===== config.mk =====
export PLATFORM = sky130hd
export DESIGN_NAME = rtc_register_file_with_calendar
export DESIGN_NICKNAME = d
export VERILOG_FILES = /design/src/rtl/rtcrf_pkg.sv /design/src/rtl/rtcrf_fifo.sv /design/src/rtl/rtcrf_front.sv /design/src/rtl/rtcrf_back.sv /design/src/rtl/rtc_register_file_with_calendar.sv
export SDC_FILE = /design/constraint.sdc
export NUM_CORES = 2
export LEC_CHECK = 0
export BUFFER_PORTS_ARGS = -buffer_cell sky130_fd_sc_hd__buf_2
export CORE_MARGIN = 10
export CORE_UTILIZATION = 55
export CTS_CLUSTER_DIAMETER = 120
export DETAILED_ROUTE_END_ITERATION = 12
export PLACE_DENSITY_LB_ADDON = 0.3
export SLEW_MARGIN = 10
export SYNTH_ARGS = -nofsm -noshare
export SYNTH_HDL_FRONTEND = slang
export SYNTH_SLANG_ARGS = --single-unit

===== constraint.sdc =====
create_clock -name clk -period 9.8 [get_ports clk]
set_clock_uncertainty 0.1 [all_clocks]
set_input_delay 0.98 -clock clk [delete_from_list [all_inputs] [get_ports clk]]
set_output_delay 0.98 -clock clk [all_outputs]
set_load 0.01 [all_outputs]

===== src/rtl/rtcrf_pkg.sv =====
// Shared types, register map, constants and calendar tables for the RTC register file.
package rtcrf_pkg;

  localparam int ADDRESS_SPACE_DEF = 64;
  localparam int RAM_BASE          = 14;
  localparam int CMD_DEPTH         = 4;
  localparam int RES_DEPTH         = 4;
  localparam int RES_CNT_W         = $clog2(RES_DEPTH + 1);

  localparam int DM_BIT = 2;
  localparam int PF_BIT = 6;

  localparam logic [7:0] CTRL_B_RST = 8'h03;
  localparam logic [7:0] STAT_D_RST = 8'h80;
  localparam logic [7:0] READ_FILL  = 8'hFF;
  localparam logic [7:0] FLAGS_KEEP = 8'h0F;

  localparam logic [7:0] REG_SEC     = 8'd0;
  localparam logic [7:0] REG_SEC_AL  = 8'd1;
  localparam logic [7:0] REG_MIN     = 8'd2;
  localparam logic [7:0] REG_MIN_AL  = 8'd3;
  localparam logic [7:0] REG_HOUR    = 8'd4;
  localparam logic [7:0] REG_HOUR_AL = 8'd5;
  localparam logic [7:0] REG_WDAY    = 8'd6;
  localparam logic [7:0] REG_DAY     = 8'd7;
  localparam logic [7:0] REG_MONTH   = 8'd8;
  localparam logic [7:0] REG_YEAR    = 8'd9;
  localparam logic [7:0] REG_A       = 8'd10;
  localparam logic [7:0] REG_B       = 8'd11;
  localparam logic [7:0] REG_C       = 8'd12;
  localparam logic [7:0] REG_D       = 8'd13;

  typedef enum logic [1:0] {
    OP_READ  = 2'd0,
    OP_WRITE = 2'd1,
    OP_TICK  = 2'd2,
    OP_NONE  = 2'd3
  } op_t;

  typedef enum logic [2:0] {
    CMD_RD_DATA,
    CMD_RD_INDEX,
    CMD_WR_DATA,
    CMD_WR_INDEX,
    CMD_TICK
  } cmd_kind_t;

  typedef struct packed {
    cmd_kind_t  kind;
    logic [7:0] data;
  } cmd_t;

  typedef logic [2:0] wd_tab_t [256];
  typedef logic [2:0] mod7_tab_t [64];

  // Zeller month term, March-based months
  function automatic wd_tab_t build_month_tab();
    wd_tab_t t;
    int      mm;
    for (int m = 0; m < 256; m++) begin
      mm   = (m < 3) ? m + 12 : m;
      t[m] = 3'(((13 * (mm + 1)) / 5) % 7);
    end
    return t;
  endfunction

  // Zeller year term for 2000 + yy, less one for January and February
  function automatic wd_tab_t build_year_tab(input int dec);
    wd_tab_t t;
    int      y;
    int      k;
    int      j;
    for (int yy = 0; yy < 256; yy++) begin
      y     = 2000 + yy - dec;
      k     = y % 100;
      j     = y / 100;
      t[yy] = 3'((k + k / 4 + j / 4 + 5 * j) % 7);
    end
    return t;
  endfunction

  function automatic mod7_tab_t build_mod7_tab();
    mod7_tab_t t;
    for (int s = 0; s < 64; s++) begin
      t[s] = 3'(s % 7);
    end
    return t;
  endfunction

  localparam wd_tab_t   MONTH_TAB    = build_month_tab();
  localparam wd_tab_t   YEAR_TAB     = build_year_tab(0);
  localparam wd_tab_t   YEAR_TAB_DEC = build_year_tab(1);
  localparam mod7_tab_t MOD7_TAB     = build_mod7_tab();

  function automatic logic [7:0] to_bcd(input logic [7:0] v);
    logic [15:0] p;
    logic [4:0]  tens;
    logic [7:0]  units;
    p     = 16'(v) * 16'd205;
    tens  = p[15:11];
    units = v - (8'(tens) * 8'd10);
    return {tens[3:0], units[3:0]};
  endfunction

  function automatic logic [7:0] from_bcd(input logic [7:0] b);
    return {4'b0, b[3:0]} + ({4'b0, b[7:4]} * 8'd10);
  endfunction

  function automatic logic leap_year(input logic [7:0] yy);
    return (yy[1:0] == 2'b00) && (yy != 8'd100) && (yy != 8'd200);
  endfunction

endpackage


===== src/rtl/rtcrf_fifo.sv =====
// Small register-based queue with occupancy count.
module rtcrf_fifo #(
  parameter int WIDTH = 8,
  parameter int DEPTH = 4
) (
  input  logic                       clk,
  input  logic                       rst_n,
  input  logic                       push,
  input  logic [WIDTH-1:0]           wdata,
  output logic                       full,
  input  logic                       pop,
  output logic [WIDTH-1:0]           rdata,
  output logic                       empty,
  output logic [$clog2(DEPTH+1)-1:0] count
);

  localparam int PW = $clog2(DEPTH);
  localparam int CW = $clog2(DEPTH + 1);

  logic [WIDTH-1:0] mem_r [DEPTH];
  logic [PW-1:0]    wr_ptr_r, wr_ptr_nxt;
  logic [PW-1:0]    rd_ptr_r, rd_ptr_nxt;
  logic [CW-1:0]    cnt_r, cnt_nxt;
  logic             do_push, do_pop;

  assign full    = (cnt_r == CW'(DEPTH));
  assign empty   = (cnt_r == '0);
  assign count   = cnt_r;
  assign rdata   = mem_r[rd_ptr_r];
  assign do_push = push && !full;
  assign do_pop  = pop && !empty;

  always_comb begin
    wr_ptr_nxt = wr_ptr_r;
    rd_ptr_nxt = rd_ptr_r;
    cnt_nxt    = cnt_r;
    if (do_push) begin
      wr_ptr_nxt = (wr_ptr_r == PW'(DEPTH - 1)) ? '0 : wr_ptr_r + 1'b1;
    end
    if (do_pop) begin
      rd_ptr_nxt = (rd_ptr_r == PW'(DEPTH - 1)) ? '0 : rd_ptr_r + 1'b1;
    end
    if (do_push && !do_pop) begin
      cnt_nxt = cnt_r + 1'b1;
    end else if (do_pop && !do_push) begin
      cnt_nxt = cnt_r - 1'b1;
    end
  end

  always_ff @(posedge clk) begin
    if (!rst_n) begin
      wr_ptr_r <= '0;
      rd_ptr_r <= '0;
      cnt_r    <= '0;
    end else begin
      wr_ptr_r <= wr_ptr_nxt;
      rd_ptr_r <= rd_ptr_nxt;
      cnt_r    <= cnt_nxt;
    end
  end

  always_ff @(posedge clk) begin
    if (do_push) begin
      mem_r[wr_ptr_r] <= wdata;
    end
  end

endmodule


===== src/rtl/rtcrf_front.sv =====
// Front end: accepts bus and tick beats and classifies them into commands.
module rtcrf_front (
  input  logic              push,
  output logic              full,
  input  logic [1:0]        in_operation,
  input  logic [1:0]        in_port,
  input  logic [7:0]        in_write_data,
  input  logic              q_full,
  output logic              q_push,
  output rtcrf_pkg::cmd_t   q_data
);

  import rtcrf_pkg::*;

  logic      cmd_vld;
  cmd_kind_t kind;

  always_comb begin
    cmd_vld = 1'b1;
    kind    = CMD_TICK;
    unique case (op_t'(in_operation))
      OP_READ:  kind = in_port[0] ? CMD_RD_INDEX : CMD_RD_DATA;
      OP_WRITE: kind = in_port[0] ? CMD_WR_INDEX : CMD_WR_DATA;
      OP_TICK:  kind = CMD_TICK;
      default:  cmd_vld = 1'b0;
    endcase
  end

  assign full        = q_full;
  assign q_push      = push && !q_full && cmd_vld;
  assign q_data.kind = kind;
  assign q_data.data = in_write_data;

endmodule


===== src/rtl/rtcrf_back.sv =====
// Back end: register file, user RAM, calendar counters and read pipeline.
module rtcrf_back #(
  parameter int ADDRESS_SPACE = rtcrf_pkg::ADDRESS_SPACE_DEF
) (
  input  logic                          clk,
  input  logic                          rst_n,
  input  logic                          cmd_empty,
  input  rtcrf_pkg::cmd_t               cmd_data,
  output logic                          cmd_pop,
  input  logic [rtcrf_pkg::RES_CNT_W-1:0] res_count,
  output logic                          res_push,
  output logic [7:0]                    res_data
);

  import rtcrf_pkg::*;

  localparam int RAM_DEPTH = ADDRESS_SPACE - RAM_BASE;
  localparam int RAM_AW    = $clog2(RAM_DEPTH);

  logic [7:0] sel_r, sel_nxt;
  logic [7:0] sec_r, sec_nxt;
  logic [7:0] min_r, min_nxt;
  logic [7:0] hour_r, hour_nxt;
  logic [7:0] day_r, day_nxt;
  logic [7:0] mon_r, mon_nxt;
  logic [7:0] year_r, year_nxt;
  logic [7:0] wday_r, wday_nxt;
  logic [7:0] al0_r, al0_nxt;
  logic [7:0] al1_r, al1_nxt;
  logic [7:0] al2_r, al2_nxt;
  logic [7:0] ca_r, ca_nxt;
  logic [7:0] cb_r, cb_nxt;
  logic [7:0] fc_r, fc_nxt;
  logic [7:0] sd_r, sd_nxt;

  logic [7:0]     ram [RAM_DEPTH];
  logic           ram_vld_r [RAM_DEPTH];
  logic [7:0]     ram_q_r;
  logic           s2_vld_r, s2_vld_nxt;
  logic           s2_ram_r;
  logic           s2_ram_ok_r;
  logic [7:0]     s2_val_r;

  logic           issue;
  logic           dm;
  logic           in_map;
  logic           is_ram;
  logic [7:0]     ram_off;
  logic [RAM_AW-1:0] ram_addr;
  logic           ram_we;
  logic           ram_re;
  logic [7:0]     reg_rd;
  logic [7:0]     rd_val;
  logic [7:0]     wr_take;

  logic [7:0]     t_sec, t_min, t_hour, t_day, t_mon, t_year, t_wday;
  logic [4:0]     mlen;
  logic [2:0]     mterm, yterm;
  logic [5:0]     zsum;

  assign issue   = !cmd_empty &&
                   (({1'b0, res_count} + (RES_CNT_W + 1)'(s2_vld_r)) <
                    (RES_CNT_W + 1)'(RES_DEPTH));
  assign cmd_pop = issue;
  assign dm      = cb_r[DM_BIT];
  assign in_map  = ({1'b0, sel_r} < 9'(ADDRESS_SPACE));
  assign is_ram  = in_map && (sel_r >= 8'(RAM_BASE));
  assign ram_off = sel_r - 8'(RAM_BASE);
  assign ram_addr = ram_off[RAM_AW-1:0];
  assign ram_we  = issue && is_ram && (cmd_data.kind == CMD_WR_DATA);
  assign ram_re  = issue && is_ram && (cmd_data.kind == CMD_RD_DATA);
  assign wr_take = dm ? cmd_data.data : from_bcd(cmd_data.data);

  always_comb begin
    unique case (sel_r)
      REG_SEC:     reg_rd = dm ? sec_r : to_bcd(sec_r);
      REG_SEC_AL:  reg_rd = al0_r;
      REG_MIN:     reg_rd = dm ? min_r : to_bcd(min_r);
      REG_MIN_AL:  reg_rd = al1_r;
      REG_HOUR:    reg_rd = dm ? hour_r : to_bcd(hour_r);
      REG_HOUR_AL: reg_rd = al2_r;
      REG_WDAY:    reg_rd = wday_r;
      REG_DAY:     reg_rd = dm ? day_r : to_bcd(day_r);
      REG_MONTH:   reg_rd = dm ? mon_r : to_bcd(mon_r);
      REG_YEAR:    reg_rd = dm ? year_r : to_bcd(year_r);
      REG_A:       reg_rd = ca_r;
      REG_B:       reg_rd = cb_r;
      REG_C:       reg_rd = fc_r;
      REG_D:       reg_rd = sd_r;
      default:     reg_rd = READ_FILL;
    endcase
  end

  assign rd_val = (cmd_data.kind == CMD_RD_DATA) ? reg_rd : READ_FILL;

  // month length
  always_comb begin
    unique case (mon_r)
      8'd2:                        mlen = leap_year(year_r) ? 5'd29 : 5'd28;
      8'd4, 8'd6, 8'd9, 8'd11:     mlen = 5'd30;
      default:                     mlen = 5'd31;
    endcase
  end

  // one-second advance
  always_comb begin
    t_sec  = sec_r + 8'd1;
    t_min  = min_r;
    t_hour = hour_r;
    t_day  = day_r;
    t_mon  = mon_r;
    t_year = year_r;
    if (sec_r >= 8'd59) begin
      t_sec = '0;
      t_min = min_r + 8'd1;
      if (min_r >= 8'd59) begin
        t_min  = '0;
        t_hour = hour_r + 8'd1;
        if (hour_r >= 8'd23) begin
          t_hour = '0;
          t_day  = day_r + 8'd1;
          if (day_r >= 8'(mlen)) begin
            t_day = 8'd1;
            t_mon = mon_r + 8'd1;
            if (mon_r >= 8'd12) begin
              t_mon  = 8'd1;
              t_year = year_r + 8'd1;
            end
          end
        end
      end
    end
    mterm  = MONTH_TAB[t_mon];
    yterm  = (t_mon < 8'd3) ? YEAR_TAB_DEC[t_year] : YEAR_TAB[t_year];
    zsum   = 6'(t_day[4:0]) + 6'(mterm) + 6'(yterm);
    t_wday = ((sec_r >= 8'd59) && (min_r >= 8'd59) && (hour_r >= 8'd23)) ?
             8'(MOD7_TAB[zsum]) : wday_r;
  end

  always_comb begin
    sel_nxt    = sel_r;
    sec_nxt    = sec_r;
    min_nxt    = min_r;
    hour_nxt   = hour_r;
    day_nxt    = day_r;
    mon_nxt    = mon_r;
    year_nxt   = year_r;
    wday_nxt   = wday_r;
    al0_nxt    = al0_r;
    al1_nxt    = al1_r;
    al2_nxt    = al2_r;
    ca_nxt     = ca_r;
    cb_nxt     = cb_r;
    fc_nxt     = fc_r;
    sd_nxt     = sd_r;
    s2_vld_nxt = 1'b0;
    if (issue) begin
      unique case (cmd_data.kind)
        CMD_RD_DATA: begin
          s2_vld_nxt = 1'b1;
          fc_nxt     = fc_r & FLAGS_KEEP;
        end
        CMD_RD_INDEX: begin
          s2_vld_nxt = 1'b1;
        end
        CMD_WR_INDEX: begin
          sel_nxt = cmd_data.data;
        end
        CMD_WR_DATA: begin
          unique case (sel_r)
            REG_SEC:     sec_nxt  = wr_take;
            REG_SEC_AL:  al0_nxt  = cmd_data.data;
            REG_MIN:     min_nxt  = wr_take;
            REG_MIN_AL:  al1_nxt  = cmd_data.data;
            REG_HOUR:    hour_nxt = wr_take;
            REG_HOUR_AL: al2_nxt  = cmd_data.data;
            REG_WDAY:    wday_nxt = cmd_data.data;
            REG_DAY:     day_nxt  = wr_take;
            REG_MONTH:   mon_nxt  = wr_take;
            REG_YEAR:    year_nxt = wr_take;
            REG_A:       ca_nxt   = cmd_data.data;
            REG_B:       cb_nxt   = cmd_data.data;
            REG_C:       fc_nxt   = cmd_data.data;
            REG_D:       sd_nxt   = cmd_data.data;
            default:     ;
          endcase
        end
        CMD_TICK: begin
          sec_nxt  = t_sec;
          min_nxt  = t_min;
          hour_nxt = t_hour;
          day_nxt  = t_day;
          mon_nxt  = t_mon;
          year_nxt = t_year;
          wday_nxt = t_wday;
          fc_nxt   = fc_r | (8'd1 << PF_BIT);
        end
        default: ;
      endcase
    end
  end

  always_ff @(posedge clk) begin
    if (!rst_n) begin
      sel_r    <= '0;
      sec_r    <= '0;
      min_r    <= '0;
      hour_r   <= '0;
      day_r    <= 8'd1;
      mon_r    <= 8'd1;
      year_r   <= '0;
      wday_r   <= '0;
      al0_r    <= '0;
      al1_r    <= '0;
      al2_r    <= '0;
      ca_r     <= '0;
      cb_r     <= CTRL_B_RST;
      fc_r     <= '0;
      sd_r     <= STAT_D_RST;
      s2_vld_r <= 1'b0;
    end else begin
      sel_r    <= sel_nxt;
      sec_r    <= sec_nxt;
      min_r    <= min_nxt;
      hour_r   <= hour_nxt;
      day_r    <= day_nxt;
      mon_r    <= mon_nxt;
      year_r   <= year_nxt;
      wday_r   <= wday_nxt;
      al0_r    <= al0_nxt;
      al1_r    <= al1_nxt;
      al2_r    <= al2_nxt;
      ca_r     <= ca_nxt;
      cb_r     <= cb_nxt;
      fc_r     <= fc_nxt;
      sd_r     <= sd_nxt;
      s2_vld_r <= s2_vld_nxt;
    end
  end

  // entries never written read as zero
  always_ff @(posedge clk) begin
    if (!rst_n) begin
      for (int i = 0; i < RAM_DEPTH; i++) begin
        ram_vld_r[i] <= 1'b0;
      end
    end else if (ram_we) begin
      ram_vld_r[ram_addr] <= 1'b1;
    end
  end

  always_ff @(posedge clk) begin
    if (ram_we) begin
      ram[ram_addr] <= cmd_data.data;
    end
    if (ram_re) begin
      ram_q_r <= ram[ram_addr];
    end
  end

  always_ff @(posedge clk) begin
    if (issue) begin
      s2_ram_r    <= ram_re;
      s2_ram_ok_r <= ram_vld_r[ram_addr];
      s2_val_r    <= rd_val;
    end
  end

  assign res_push = s2_vld_r;
  assign res_data = s2_ram_r ? (s2_ram_ok_r ? ram_q_r : 8'h00) : s2_val_r;

endmodule


===== src/rtl/rtc_register_file_with_calendar.sv =====
// Top level: real-time clock register file with calendar behind an index/data port pair.
//
// Input channel: push/full with in_operation, in_port, in_write_data. A beat is
// taken on a clock edge with push high and full low; one beat per cycle is sustained
// while the result queue is drained. Reads, index and data writes, and one-second
// ticks share this channel. Result channel: empty/pop with out_read_data. Only reads
// produce a result beat, in the order of the reads; it is taken on an edge with pop
// high and empty low. A read passes through the command queue, the execute stage with
// its RAM read and the result queue, each registered. Throughput: one beat per cycle
// while the result queue has room, set by the single execute stage in the back end.
// A stalled receiver fills the result queue; the back end then holds commands,
// the command queue fills and full rises. Nothing is dropped.
// Reset (rst_n low, synchronous) returns the time to 2000-01-01 00:00:00,
// Saturday, register B to 0x03, register D to 0x80, clears the user RAM
// (valid bits) and empties both queues.
module rtc_register_file_with_calendar #(
  parameter int ADDRESS_SPACE = rtcrf_pkg::ADDRESS_SPACE_DEF
) (
  input  logic       clk,
  input  logic       rst_n,
  input  logic       push,
  output logic       full,
  input  logic [1:0] in_operation,
  input  logic [1:0] in_port,
  input  logic [7:0] in_write_data,
  output logic       empty,
  input  logic       pop,
  output logic [7:0] out_read_data
);

  import rtcrf_pkg::*;

  logic                 q_push;
  logic                 q_full;
  cmd_t                 q_wdata;
  cmd_t                 q_rdata;
  logic                 q_empty;
  logic                 q_pop;
  logic [$clog2(CMD_DEPTH+1)-1:0] q_count;
  logic                 res_push;
  logic [7:0]           res_data;
  logic                 res_full;
  logic [RES_CNT_W-1:0] res_count;

  rtcrf_front u_front (
    .push          (push),
    .full          (full),
    .in_operation  (in_operation),
    .in_port       (in_port),
    .in_write_data (in_write_data),
    .q_full        (q_full),
    .q_push        (q_push),
    .q_data        (q_wdata)
  );

  rtcrf_fifo #(
    .WIDTH ($bits(cmd_t)),
    .DEPTH (CMD_DEPTH)
  ) u_cmd_q (
    .clk   (clk),
    .rst_n (rst_n),
    .push  (q_push),
    .wdata (q_wdata),
    .full  (q_full),
    .pop   (q_pop),
    .rdata (q_rdata),
    .empty (q_empty),
    .count (q_count)
  );

  rtcrf_back #(
    .ADDRESS_SPACE (ADDRESS_SPACE)
  ) u_back (
    .clk       (clk),
    .rst_n     (rst_n),
    .cmd_empty (q_empty),
    .cmd_data  (q_rdata),
    .cmd_pop   (q_pop),
    .res_count (res_count),
    .res_push  (res_push),
    .res_data  (res_data)
  );

  rtcrf_fifo #(
    .WIDTH (8),
    .DEPTH (RES_DEPTH)
  ) u_res_q (
    .clk   (clk),
    .rst_n (rst_n),
    .push  (res_push),
    .wdata (res_data),
    .full  (res_full),
    .pop   (pop),
    .rdata (out_read_data),
    .empty (empty),
    .count (res_count)
  );

endmodule

---- After elaboration in Yosys (flattened, before gate mapping) ----
Memories as Yosys holds them, arrays and structs flattened. A register that Yosys moved wholly into a read port is not among the register bits.
Index checks and enable logic that the tools add are counted.
operators by class
  $add $sub $neg .......................... 25
  multipliers ............................. 13
  $lt $le $gt $ge ......................... 12
  eq/ne operators ......................... 44
  muxes and demuxes ....................... 87
  bitwise logic cells ..................... 5
  reduce and logical (&&, ||, !) cells .... 61
operators with widths
  operator                                                            count
  two-way mux 8 bit                                                   38
  one-hot mux 8 bit (14 select lines)                                 1
  one-hot mux 8 bit (2 select lines)                                  7
  multiplier 8 x 8 -> 16 bit (second input constant)                  6
  == test 8 x 4 -> 1 bit (second input constant)                      8
  adder 8 x 1 -> 8 bit (second input constant)                        6
  == test 8 x 3 -> 1 bit (second input constant)                      6
  two-way mux 3 bit                                                   13
  AND reduction 3 bit                                                 11
  multiplier 5 x 3 -> 3 bit (second input constant)                   6
  == test 8 x 2 -> 1 bit (second input constant)                      3
  one-hot mux 8 bit (3 select lines)                                  1
  subtractor 4 bit                                                    6
  logical AND 1 bit                                                   19
  greater-or-equal comparator 9 bit (second input constant)           2
  inverter 8 -> 9 bit                                                 2
  greater-or-equal comparator 8 x 4 -> 1 bit (second input constant)  2
  greater-or-equal comparator 8 x 6 -> 1 bit (second input constant)  2
  two-way mux 1 bit                                                   16
  two-way mux 2 bit                                                   8
  != test 2 bit (second input constant)                               8
  AND reduction 4 bit                                                 3
  == test 2 bit (second input constant)                               5
  one-hot mux 5 bit (2 select lines)                                  1
  other kinds (40)                                                    67
storage, ports and cells
  flip-flop bits (word level) ............. 144
  RAM bits ................................ 526
  bits in read-only memories .............. 2496
  bits of input ports ..................... 16
  memories ................................ 8
memories
  memory            words  bits a word  read ports  clocked after Yosys merged registers in  wr ports  line               RTL
  (no name shown)   256    3            1           0                                        0         rtcrf_back.sv:133  mterm = MONTH_TAB[t_mon];
  (no name shown)   256    3            1           0                                        0         rtcrf_back.sv:134  yterm = (t_mon < 8'd3) ? YEAR_TAB_DEC[t_year] : YEAR_TAB[t_year];
  (no name shown)   256    3            1           0                                        0         rtcrf_back.sv:134
  u_back.ram        50     8            1           1                                        1         rtcrf_back.sv:36   logic [7:0] ram [RAM_DEPTH];
  (no name shown)   64     3            1           0                                        0         rtcrf_back.sv:137  8'(MOD7_TAB[zsum]) : wday_r;
  u_back.ram_vld_r  50     1            1           1                                        50        rtcrf_back.sv:37   logic ram_vld_r [RAM_DEPTH];
  2 more memories   --     --           --          --                                       --        --

---- Longest topological paths before layout ----
  word-level depth ........................ 22
  gate-level depth with buffers ........... 38

---- Cells and area by module ----
From an unflattened synthesis, not the netlist that was laid out.
second synthesis, totals
  cells, all modules ...................... 3566
  area, all modules ....................... 41223.3 um^2
modules (own cells, without submodules)
  module                 instances  cells each  area an instance (um^2)  sequential area each (um^2)
  rtcrf_back             1          3351        37429.6                  16255.6
  rtcrf_fifo at u_cmd_q  1          108         2062.0                   1501.4
  rtcrf_fifo at u_res_q  1          93          1631.6                   1141.1
  rtcrf_front            1          14          100.1                    0.0

---- Least setup slack after synthesis ----
Ideal clock, no wire load.
  path type ............................... register -> register
  from .................................... register u_back.year_r[2]
  to ...................................... register u_back.wday_r[1]
  setup time .............................. 0.128 ns
  data arrival time ....................... 7.160 ns
  path slack .............................. 2.412 ns
  cell stages (with the launch flop) ...... 32
  path buffers ............................ 2
  cell sequence ........................... dfxtp_1 > inv_1 > clkbuf_1 > ha_1 > a31oi_1 > nand3_1 > nand2_1 > ha_1 > nor3b_1 > o21a_1 > nor4_4 > mux2_4 > ha_1 > clkbuf_1 > nand2_1 > mux2_2 > a41o_1 > a2111oi_0 > o21ai_0 > o32a_1 > fa_1 > inv_1 > ha_1 > fa_1 > xnor2_1 > nor2_1 > a221o_1 > mux4_2 > nor2_1 > nor3_1 > a21oi_1 > nor2_1
between the ends
  longest elaborated chain between the ends .. 22
  elaborated cells between the ends (all ways) .. 42
  classes of those cells .................. 3 x add/sub; 2 x order compare; 2 x eq/ne; 26 x mux; 3 x bitwise; 2 x reduce/logical; 4 x memory
ends and longest elaborated chain
  element                                                    line                                  RTL
  start: declaration                                         rtcrf_back.sv:26                      logic [7:0] year_r, year_nxt;
  start signal: assignment                                   rtcrf_back.sv:228                     year_r <= year_nxt;
  != test 8 x 7 -> 1 bit                                     rtcrf_pkg.sv:110                      return (yy[1:0] == 2'b00) && (yy != 8'd100) && (yy != 8'd200);
  logical AND 1 bit (2 in series)                            rtcrf_pkg.sv:110
  two-way mux 1 bit                                          rtcrf_back.sv:99                      8'd2: mlen = leap_year(year_r) ? 5'd29 : 5'd28;
  one-hot mux 5 bit (2 select lines)                         rtcrf_back.sv:98                      unique case (mon_r)
  greater-or-equal comparator 8 x 5 -> 1 bit                 rtcrf_back.sv:122                     if (day_r >= 8'(mlen)) begin
  two-way mux 8 bit                                          rtcrf_back.sv:122
  two-way mux 8 bit                                          rtcrf_back.sv:119                     if (hour_r >= 8'd23) begin
  two-way mux 8 bit                                          rtcrf_back.sv:116                     if (min_r >= 8'd59) begin
  (+3 left out)                                              --
  two-way mux 3 bit, on equally long branches (2 in series)  rtcrf_back.sv:133, rtcrf_back.sv:134
  adder 5 x 3 -> 6 bit or two-way mux 3 bit (tied branches)  rtcrf_back.sv:135, rtcrf_back.sv:134
  adder 6 x 3 -> 6 bit (*)                                   rtcrf_back.sv:135                     zsum = 6'(t_day[4:0]) + 6'(mterm) + 6'(yterm);
  inverter 6 -> 7 bit (implied by the code) (*)              rtcrf_back.sv:137
  memory (64 x 3 bit) (*)                                    --
  two-way mux 3 bit (implied by the code) (*) (2 in series)  rtcrf_back.sv:137
  two-way mux 8 bit (*)                                      rtcrf_back.sv:136                     t_wday = ((sec_r >= 8'd59) && (min_r >= 8'd59) && (hour_r >= 8'd23)) ?
  one-hot mux 8 bit (2 select lines) (*)                     rtcrf_back.sv:158                     unique case (cmd_data.kind)
  end signal: assignment                                     rtcrf_back.sv:229                     wday_r <= wday_nxt;
  end: declaration                                           rtcrf_back.sv:27                      logic [7:0] wday_r, wday_nxt;
Every way passes the cells marked *; elsewhere a longest branch is shown, timed or not. The select of a mux whose other input is x is not followed.
A chain may end at the register's enable or synchronous reset.

---- Final worst setup path ----
  from .................................... register u_back.mon_r[3]
  to ...................................... register u_back.wday_r[1]
between the ends
  longest elaborated chain between the ends .. 20
  elaborated cells between the ends (all ways) .. 45
  classes of those cells .................. 3 x add/sub; 3 x order compare; 5 x eq/ne; 26 x mux; 3 x bitwise; 1 x reduce/logical; 4 x memory
ends and longest elaborated chain
  element                                                           line                                  RTL
  start: declaration                                                rtcrf_back.sv:25                      logic [7:0] mon_r, mon_nxt;
  start signal: assignment                                          rtcrf_back.sv:227                     mon_r <= mon_nxt;
  == test 8 x 3 -> 1 bit or == test 8 x 4 -> 1 bit (tied branches)  rtcrf_back.sv:98
  OR reduction 4 bit                                                rtcrf_back.sv:98
  one-hot mux 5 bit (2 select lines)                                rtcrf_back.sv:98
  greater-or-equal comparator 8 x 5 -> 1 bit                        rtcrf_back.sv:122
  two-way mux 8 bit                                                 rtcrf_back.sv:122
  two-way mux 8 bit                                                 rtcrf_back.sv:119
  two-way mux 8 bit                                                 rtcrf_back.sv:116
  two-way mux 8 bit                                                 rtcrf_back.sv:113                     if (sec_r >= 8'd59) begin
  (+2 left out)                                                     --
  two-way mux 3 bit, on equally long branches (2 in series)         rtcrf_back.sv:133, rtcrf_back.sv:134
  adder 5 x 3 -> 6 bit or two-way mux 3 bit (tied branches)         rtcrf_back.sv:135, rtcrf_back.sv:134
  adder 6 x 3 -> 6 bit (*)                                          rtcrf_back.sv:135
  inverter 6 -> 7 bit (implied by the code) (*)                     rtcrf_back.sv:137
  memory (64 x 3 bit) (*)                                           --
  two-way mux 3 bit (implied by the code) (*) (2 in series)         rtcrf_back.sv:137
  two-way mux 8 bit (*)                                             rtcrf_back.sv:136
  one-hot mux 8 bit (2 select lines) (*)                            rtcrf_back.sv:158
Marks and branches as above.

==> flow_summary.toml <==
[logic_synthesis]
synth_edf_count = 494
synth_top_area_share_pct = 36.1
synth-seq-area-share_pct = 45.9
synthDistinctLibCells = 109
synth_nets = 4057
ys.warnings.count = 0
ys_seq_elements = 697
synthArstFlopShare_pct = 0
synth_flop_cell = "edfxtp_1"
synth_cells = 3642
syn_area_per_cell_um2 = 11.3
synth_area_mm2 = 0.0411
synthTopCellsByArea = "edfxtp_1 (36%), dfxtp_1 (9.9%), ha_1 (9.7%)"
synth_largest_area_cell = "edfxtp_1"

[worst_setup_path]
critPathRequiredTime_ps = 10170
cp.arrival_ps = 9060
reg2reg_depth = 32
cp_top_family = "adder cells"
slowest_stage = "dfxtp_1"
worst_r2r_startpoint = "u_back.mon_r[3]"
crit_fanout = 17
critPathBufInv = 5
cp_num_cells = 32
r2r_end = "u_back.wday_r[1]"
worstSetupEndpointType = "flop"
start_kind = "flop"
timing_worst_setup_path_type = "flop to flop"
critPathMostFrequentCell = "ha_1"
r2r_slack_ps = 1120
cp_slowest_stage_delay_ps = 660

[min_path]
worstHoldEndpoint = "u_back.ram_vld_r[52]"
worstHoldStart = "u_back.ram_vld_r[52]"
min_path_type = "flop to flop"
hold_depth = 1

[timing]
tightestPinTransition_ps = 1240
fin_tns_setup_ps = 0
slew_headroom_pct = 16.6
worst_slack_ps = 1120
period_needed_ps = 8680
rsz0062_at_grt = "no"
finalCritPeriodShare_pct = 88.6
fmax_ghz = 0.115
final-hold-violation-count = 0
maxSlewViolCount = 0
final-setup-viol-count = 0
whs_ps = 328

[drt]
vias_per_cell = 6.35
vias = 29500
drtAntennaViolNets = 0
drt_iter0_drc = 3289
drcViolationCount = 0
dr.pass1.iters = 6
detail_route.wl_per_cell_um = 23.2
wirelength_um = 108000

[power]
pwr-share-seq_pct = 26.0
power.density_mw_per_mm2 = 330
p_comb_share_pct = 55.1
p_clk_share_pct = 18.9
p_sw_share_pct = 44.0
internal_power_mw = 8.25
p_leak_nw = 17.3
finalPower_mw = 14.7
p_switching_mw = 6.48
vdd_drop_max_mv = 0.566

[cells_and_area]
diodes = 0
final_common_cell = "edfxtp_1"
syn2layout_area_growth_pct = 8.39
nets = 4034
stdcell_count = 4646
drive_gt1_share_pct = 11.2
layout_common_cells = "edfxtp_1 (494), ha_1 (319), nor2_1 (318)"

[placed_design]
port_buffers = 24
place_ws_ps = 1170
dp_hpwl_um = 72900
dpl.cell_count = 4515
gp_congestion = 0.975

[grt]
overflow = 0
grt_pass1_wl_um = 168000
grt_pass1_vias = 28700
grt_max_degree = 94
grt_usage_pct = 24.8
antenna_found_initial = 2

[floorplanning]
dieArea_mm2 = 0.0861
ios = 26
rows = 100
die_x_um = 293
floorplan.initialDensity_pct = 55.3
core_area_mm2 = 0.0743
die_y_um = 293

[clock_network]
htreeDepth = 3
tritoncts = "built"
clk_latency_ps = 630
clockRootBuffer = "clkbuf_16"
cts_sinks = 697
clk_pin_slew_ps = 60
cts_hold_buf = 0
cts_resized = 0
cts_setup_buffers = 0
ctsLongestPathBuffers = 3
cts_made_buffers = 71

[job]
maxCapViolCount = 0

[outcome]
status = "finished, final reports clean"
## worst reg2reg max path: cells and delay by family (launching register included)
| family | cells | cell delay (ps) |
|---|---|---|
| fa+ha+maj | 6 | 2180 |
| mux | 2 | 930 |
| xor+xnor | 1 | 170 |
| buf+inv | 5 | 990 |
| compound gates | 8 | 1970 |
| simple gates | 10 | 1540 |
| flops | 1 | 660 |
## through the flow
step / instance area, um2 / util, %
2_1_floorplan: 41100 / -
3_3_place_gp: 42200 / 56.8
3_5_place_dp: 42200 / 56.8
4_1_cts: 44600 / 60.0
5_1_grt: 44600 / 60.0
6_report: 44600 / 60.0
## Yosys cell counts (all sizes together), types with 60 or more instances
master    n
ha      319
mux2i    76
nand2   304
xnor2    62
buf      77
fa       80
nand3   116
dfxtp   203
mux4    144
nor3     60
clkbuf  115
nor2    321
edfxtp  494
inv     301
a21oi   160
a21boi   61
o21ai   169
## final cells by class
| type | count | area (um2) |
|---|---|---|
| clock buffer | 93 | 1910 |
| clock inverter | 38 | 477 |
| fill | 5904 | 29700 |
| inverter | 305 | 1150 |
| multi-input combinational | 2448 | 20300 |
| sequential | 697 | 18900 |
| tap | 969 | 1210 |
| timing repair buffer | 96 | 676 |
## metal layers
metal | track usage [%] | wire length, um | part of all wire (%) | vias to the layer above
met1 | 35.2 | 46000 | 43 | 14300
met5 | 0 | 27 | 0.025 | -
met4 | 8.23 | 3400 | 3.2 | 4
met3 | 5.71 | 11000 | 10 | 280
li1 | - | - | - | 13400
met2 | 37.2 | 47300 | 44 | 1525
## how the worst max path moves through the flow
stage | start | end | slack (ps)
final | u_back.mon_r[3] | u_back.wday_r[1] | 1120
after floorplan | u_back.year_r[2] | u_back.wday_r[1] | 2410
after global routing | u_back.mon_r[3] | u_back.wday_r[1] | 590
after global placement | u_back.mon_r[3] | u_back.wday_r[1] | 1220
after CTS | u_back.mon_r[3] | u_back.wday_r[1] | 1160
after detailed placement | u_back.mon_r[3] | u_back.wday_r[1] | 1170
## power by group through the flow
stage                     clock (mW)  sequential [mW]  combinational [mW]
after global placement             0             3.89                7.80
after floorplan                    0             3.76                5.74
after global routing            2.93             3.86                8.96
after detailed placement           0             3.89                7.92
after CTS                       2.82             3.83                7.99
final                           2.78             3.83                8.11
## sequential cells by signal, indices dropped and copies added (netlist names), 32 cells and up, named ones only
register and flops:
u_back.ram_vld_r 64, u_res_q.mem_r 32, u_cmd_q.mem_r 44, u_back.ram 400
## cells by family after synthesis
kind of cell | after synthesis | share of synthesized area [%]
and+or+nand+nor | 981 | 10.9
AOI/OAI and AO/OA | 758 | 12.6
DFF | 697 | 45.9
buffers and inverters | 497 | 4.85
adders and majority gates | 399 | 13.6
muxes | 223 | 9.83
xor gates and xnor gates | 87 | 2.30
(Power assumes the default switching activity.)
